==> src/aba_pkg.sv <==
// Shared types, codes and defaults for the aligned bump heap allocator.
package aba_pkg;

    localparam int MAX_ENTRIES_DEF  = 64;
    localparam int HEADER_BYTES_DEF = 28;
    localparam int PAGE_BYTES_DEF   = 4096;

    // Widest dividend: heap_base + used_bytes + header fits in 34 bits.
    localparam int DIVIDEND_W = 34;

    localparam logic CFG_HEAP_BASE    = 1'b0;
    localparam logic CFG_REGION_BYTES = 1'b1;

    typedef enum logic [2:0] {
        ST_OK        = 3'd0,
        ST_REGION    = 3'd1,
        ST_FULL      = 3'd2,
        ST_OUTSIDE   = 3'd3,
        ST_UNKNOWN   = 3'd4,
        ST_CONTIG    = 3'd5,
        ST_ZEROALIGN = 3'd6
    } t_status;

    typedef struct packed {
        logic        mode;
        logic        contiguous_request;
        logic [31:0] alignment;
        logic [31:0] request_bytes;
        logic [31:0] free_address;
    } t_in_item;

    typedef struct packed {
        logic [2:0]  status;
        logic [31:0] payload_address;
        logic [20:0] pages_added;
        logic [31:0] used_end;
    } t_out_item;

    typedef struct packed {
        logic                  start;
        logic [DIVIDEND_W-1:0] dividend;
        logic [31:0]           divisor;
    } t_div_req;

    typedef struct packed {
        logic        done;
        logic [31:0] remainder;
    } t_div_rsp;

    // One allocation record: payload offset, total length, released flag.
    typedef struct packed {
        logic [31:0] offset;
        logic [31:0] len;
        logic        released;
    } t_entry;

endpackage

==> src/aba_divu.sv <==
// Bit-serial restoring divider, one quotient bit per cycle.
module aba_divu (
    input  logic              i_clk,
    input  logic              i_rst_n,
    input  aba_pkg::t_div_req i_req,
    output aba_pkg::t_div_rsp o_rsp
);
    localparam int DW    = aba_pkg::DIVIDEND_W;
    localparam int CNT_W = $clog2(DW + 1);

    logic             r_busy;
    logic             r_done;
    logic [CNT_W-1:0] r_cnt;
    logic [DW-1:0]    r_quo;
    logic [31:0]      r_rem;
    logic [31:0]      r_div;

    logic [32:0] w_trial;
    logic [32:0] w_diff;
    logic        w_ge;

    always_comb begin
        w_trial = {r_rem, r_quo[DW-1]};
        w_ge    = (w_trial >= {1'b0, r_div});
        w_diff  = w_trial - {1'b0, r_div};
    end

    always_ff @(posedge i_clk) begin
        if (!i_rst_n) begin
            r_busy <= 1'b0;
            r_done <= 1'b0;
            r_cnt  <= '0;
        end else begin
            r_done <= 1'b0;
            if (i_req.start) begin
                r_busy <= 1'b1;
                r_cnt  <= '0;
                r_quo  <= i_req.dividend;
                r_rem  <= '0;
                r_div  <= i_req.divisor;
            end else if (r_busy) begin
                r_rem <= w_ge ? w_diff[31:0] : w_trial[31:0];
                r_quo <= {r_quo[DW-2:0], w_ge};
                r_cnt <= r_cnt + 1'b1;
                if (r_cnt == CNT_W'(DW - 1)) begin
                    r_busy <= 1'b0;
                    r_done <= 1'b1;
                end
            end
        end
    end

    assign o_rsp.done      = r_done;
    assign o_rsp.remainder = r_rem;

endmodule

==> config.mk <==
export PLATFORM = sky130hd
export DESIGN_NAME = aba_divu
export DESIGN_NICKNAME = d
export VERILOG_FILES = /design/src/aba_pkg.sv /design/src/aba_divu.sv
export SDC_FILE = /design/constraint.sdc
export NUM_CORES = 1
export LEC_CHECK = 0
export BUFFER_PORTS_ARGS = -buffer_cell sky130_fd_sc_hd__buf_4
export CAP_MARGIN = 0
export CORE_ASPECT_RATIO = 1.5
export CORE_MARGIN = 5
export CORE_UTILIZATION = 45
export DETAILED_ROUTE_END_ITERATION = 8
export HOLD_SLACK_MARGIN = 0.12
export PLACE_DENSITY_LB_ADDON = 0.1
export SLEW_MARGIN = 20
export SYNTH_ARGS = -nofsm -noshare
export SYNTH_HDL_FRONTEND = slang
export SYNTH_SLANG_ARGS = --single-unit
export TNS_END_PERCENT = 10
==> constraint.sdc <==
create_clock -name i_clk -period 3 [get_ports i_clk]
set_input_delay 0.45 -clock i_clk [delete_from_list [all_inputs] [get_ports i_clk]]
set_output_delay 0.45 -clock i_clk [all_outputs]
set_load 0.02 [all_outputs]
# After elaboration in Yosys (flattened, before gate mapping)
# Cells that the tools add are included.
[op_classes] n_addsub=2 n_lt_le_gt_ge=1 eq_ne=1 mux=8 bitwise=2 reduce_logical=5
[ops] cell="two-way mux 34 bit" count=2
[ops] cell="two-way mux 32 bit" count=2
[ops] cell="greater-or-equal comparator 33 x 32 -> 1 bit" count=1
[ops] cell="subtractor 32 bit" count=1
[ops] cell="adder 6 x 1 -> 6 bit (second input constant)" count=1
[ops] cell="== test 6 bit (second input constant)" count=1
[ops] cell="two-way mux 1 bit" count=4
[ops] cell="AND reduction 2 bit" count=2
[ops] cell="OR reduction 3 bit" count=1
[ops] cell="NOT 1 bit" count=2
[ops] cell="nonzero test 2 bit" count=1
[ops] cell="OR reduction 2 bit" count=1
[word_totals] regBits=106 input_bits=69 output_inout_bits=33 wordCells=25

# Depth between registers and ports, before layout
[logic_depth] depth_word=4 depth_mapped=12

# Worst setup path after synthesis
# Ideal clock, no wire load.
[synth_timing] path_type="register -> register" startpoint="reg r_rem[0]" endpoint="reg r_rem[26], data pin" arrival_ns=2.526 required_ns=2.729 path_slack_ns=0.203 stages_incl_launch_ff=11 path_buffers=0 cell_sequence="edfxtp_1 inv_1 fa_1 nand2b_1 a211oi_1 nor2_1 o21ai_0 a21oi_1 and4b_1 o31ai_1 a21oi_1"
[synth_between] elab_chain_cells=3 elab_cells_between_ends=4 classes_between="add/sub (1); order compare (1); mux (2)"
[synth_lines] item="start, declared" line="aba_divu.sv:15" text="logic [31:0] r_rem;"
[synth_lines] item="start signal, assigned" line="aba_divu.sv:42" text="r_rem <= w_ge ? w_diff[31:0] : w_trial[31:0];"
[synth_lines] item="subtractor 32 bit or greater-or-equal comparator 33 x 32 -> 1 bit (tied branches)" line="aba_divu.sv:25, aba_divu.sv:24"
[synth_lines] item="two-way mux 32 bit *" line="aba_divu.sv:42"
[synth_lines] item="two-way mux 32 bit *" line="aba_divu.sv:41" text="end else if (r_busy) begin"
# Every way passes the cells marked *; elsewhere a longest branch is shown, timed or not. The select of a mux whose other input is x is not followed.
# A chain may end at the register's enable or synchronous reset.

# Worst setup path in the final report
[layout_timing] startpoint="reg r_quo[33]" endpoint="reg r_rem[28], data pin"
[layout_between] elab_chain_cells=3 elab_cells_between_ends=4 classes_between="add/sub (1); order compare (1); mux (2)"
[layout_lines] item="start, declared" line="aba_divu.sv:14" text="logic [DW-1:0] r_quo;"
[layout_lines] item="start signal, assigned" line="aba_divu.sv:38" text="r_quo <= i_req.dividend;"
[layout_lines] item="start signal, assigned" line="aba_divu.sv:43" text="r_quo <= {r_quo[DW-2:0], w_ge};"
[layout_lines] item="subtractor 32 bit or greater-or-equal comparator 33 x 32 -> 1 bit (tied branches)" line="aba_divu.sv:25, aba_divu.sv:24"
[layout_lines] item="two-way mux 32 bit *" line="aba_divu.sv:42"
[layout_lines] item="two-way mux 32 bit *" line="aba_divu.sv:41"
# Marked as above.

==> reports/qor.yml <==
status:
  outcome: "complete, no violations"
timing:
  finalSetupViolations: 0
  relSlewSlack_pct: 63.5
  timing.fmax_mhz: 353
  drv_slew: 0
  holdWs_ns: 0.273
  setup_tns_ns: 0
  timing.final.crit_share_pct: 94.5
  final.setup_skew_ns: 0.00488
  tightest_slew_ns: 0.534
  min_period_ns: 2.84
  setup_ws_ns: 0.165
  final_hold_viol_count: 0
  rsz0062_at_grt: "false"
synthesis:
  synth_top_area_cell: "edfxtp_1"
  synth-main-ff-cell: "edfxtp_1"
  ys_top_cells_by_area: "edfxtp_1, ha_1, mux2_2"
  yosys.cell_types.count: 59
  synth_enable_flop_cells: 98
  synth-async-reset-ratio_pct: 0
  yosys.area.top_type_share_pct: 47.2
  synth.avg_cell_area_um2: 11.1
  synthTopCellsByCount: "edfxtp_1, nor2_1, inv_1, a21oi_1"
  yosysSeqAreaShare_pct: 49.8
  syn_area_um2: 6230
  synth_most_common_cell: "edfxtp_1"
  ys_ff_latch: 106
  postSynthCellCount: 560
  synth_nets: 664
  ys_warn_count: 0
placement:
  dpl.hpwl_mm: 11.0
  pre_cts_slack_ns: 0.126
  io_buffers: 101
  globalplace.congestion: 0.880
clocking:
  cts_tree: "yes"
  clockBufferDepth: 2
  hold_buffers: 0
  cts-root-buf: "clkbuf_16"
  clk_pin_slew_ns: 0.08
  cts.sinks: 106
  h-tree-depth: 3
  worstSkewPairLatency_ns: 0.35
  post_cts_buffers: 0
  cts-buffers-inserted: 9
power:
  powerDensity_nw_per_um2: 568
  ir_drop_mv: 0.258
  p_leak_nw: 3.22
  finalPower_mw: 4.31
drt:
  num_vias: 4617
  post_drt_wl_per_cell_um: 17.4
  final_antenna_net_count: 0
  avgViaCountPerCell: 5.50
  drtPass1Iterations: 4
  route.detailed.drc: 0
  totalWireLength_mm: 14.6
  first_iter_violations: 172
worst_setup_path:
  crit_path_max_fanout: 2
  path_class: "reg -> reg"
  cp.arrival_ns: 3.03
  end_kind: "register"
  start_kind: "register"
  crit_required_ns: 3.20
floorplanning:
  dieArea_um2: 16300
  core_um2: 13500
  io_pins: 102
  die_w_um: 106
  fp.dieH_um: 154
  rows: 52
  start_util_pct: 46.0
finish:
  antenna_cells: 0
  drive_gt1_share_pct: 28.2
  area_growth_syn_to_layout_pct: 21.8
  fillCellCount: 1202
  nNetsFinal: 776
grt:
  grt_util_met1_pct: 20.1
  grt_max_degree: 39
  grt_pass1_vias: 4976
  grt_overflow: 0
  gr-usage-all-layers_pct: 18.3
  grt_pass1_wl_mm: 24.0
  antenna_found_initial: 0
  busiest_layer: "met2"
  use_met2_pct: 33.2
  use_met3_pct: 4.95
job:
  cap_violations: 0
worst_hold_path:
  hold_path.class: "in -> reg"
layout by cell type, fill, tap and decap left out, types with 17 or more instances in the layout:
master / netlist / routed
ha_1: 34 / 32
xnor2_1: 17 / 17
a21oi_1: 35 / 35
edfxtp_1: 98 / 98
nand2_1: 31 / 31
buf_4: 3 / 121
nor2_1: 54 / 53
inv_1: 44 / 44
mux2_2: 34 / 34
mux2i_1: 26 / 26
where the power goes:
group | switching [mW] | leakage [nW] | total [mW] | internal (mW)
sequential | 0.0646 | 1.00 | 1.83 | 1.77
clock | 0.596 | 0.146 | 1.18 | 0.586
combinational | 0.704 | 2.07 | 1.30 | 0.596
repair_timing:
item	4_1_cts	5_1_grt
setup endpoints to repair	0	27
hold endpoints to repair	0	0
gates resized for setup	0	7
through the flow:
step | util (%) | instance area, um2 | cells
finish | 56.1 | 7590 | 839
global route | 56.1 | 7590 | 839
global placement | 53.7 | 7270 | 823
CTS | 55.9 | 7570 | 839
detailed placement | 53.7 | 7270 | 823
floorplan | - | 6230 | 560
critical path: stages (launching register included):
cell and delay, ns:
edfxtp_1 0.32, inv_1 0.05, ha_1 0.22, fa_1 0.40
nand2b_1 0.19, a211oi_2 0.23, o211ai_1 0.14, a2111oi_1 0.38
buf_4 0.19, o21ai_0 0.10, a21o_1 0.19, a21o_1 0.14
a21oi_1 0.14
kinds of logic (layout without fill, tap and decap cells):
logic type | count (synthesis) | after routing | share of synthesized area, %
flip-flops | 106 | 106 | 49.8
AO/OA/AOI/OAI | 118 | 118 | 12.9
buffers and inverters | 66 | 183 | 4.44
multiplexers | 60 | 60 | 10.3
adder cells (fa/ha/maj) | 35 | 35 | 7.15
XOR/XNOR | 28 | 28 | 3.94
AND/OR/NAND/NOR | 147 | 147 | 11.5
path summary, 6_finish.rpt:
path	startpoint	to	slack (ns)	cells past startpoint
worst min register to register	r_cnt[5]	r_cnt[5]	0.51	2
worst max-delay path	r_quo[33]	r_rem[28]	0.16	12
worst min-delay path	i_req[28]	r_div[28]	0.27	1
worst max register to register	r_quo[33]	r_rem[28]	0.16	12
area by class of cell:
type | instances | area, um2 | share of cell area [%]
well taps | 162 | 203 | 2.67
inverters | 44 | 165 | 2.18
flip-flops and latches | 106 | 3100 | 40.9
clock buffers | 9 | 225 | 2.97
multi-input cells | 388 | 2870 | 37.8
repair buffers | 123 | 948 | 12.5
clock inverters | 7 | 72.6 | 0.956
state kept, by name, summed over array words and instances, names as in the netlist:
signal	count
r_quo	34
r_div	32
r_rem	32
r_busy	1
r_cnt	6
r_done	1
metal layers:
metal,share of wire (%),routed length (um),vias up
li1,-,-,2274
met1,38,5580,2181
met2,52,7660,137
met3,6.7,984,25
met4,2.8,415,0
met5,0,0,-
Power figures use the tool's default switching activity.
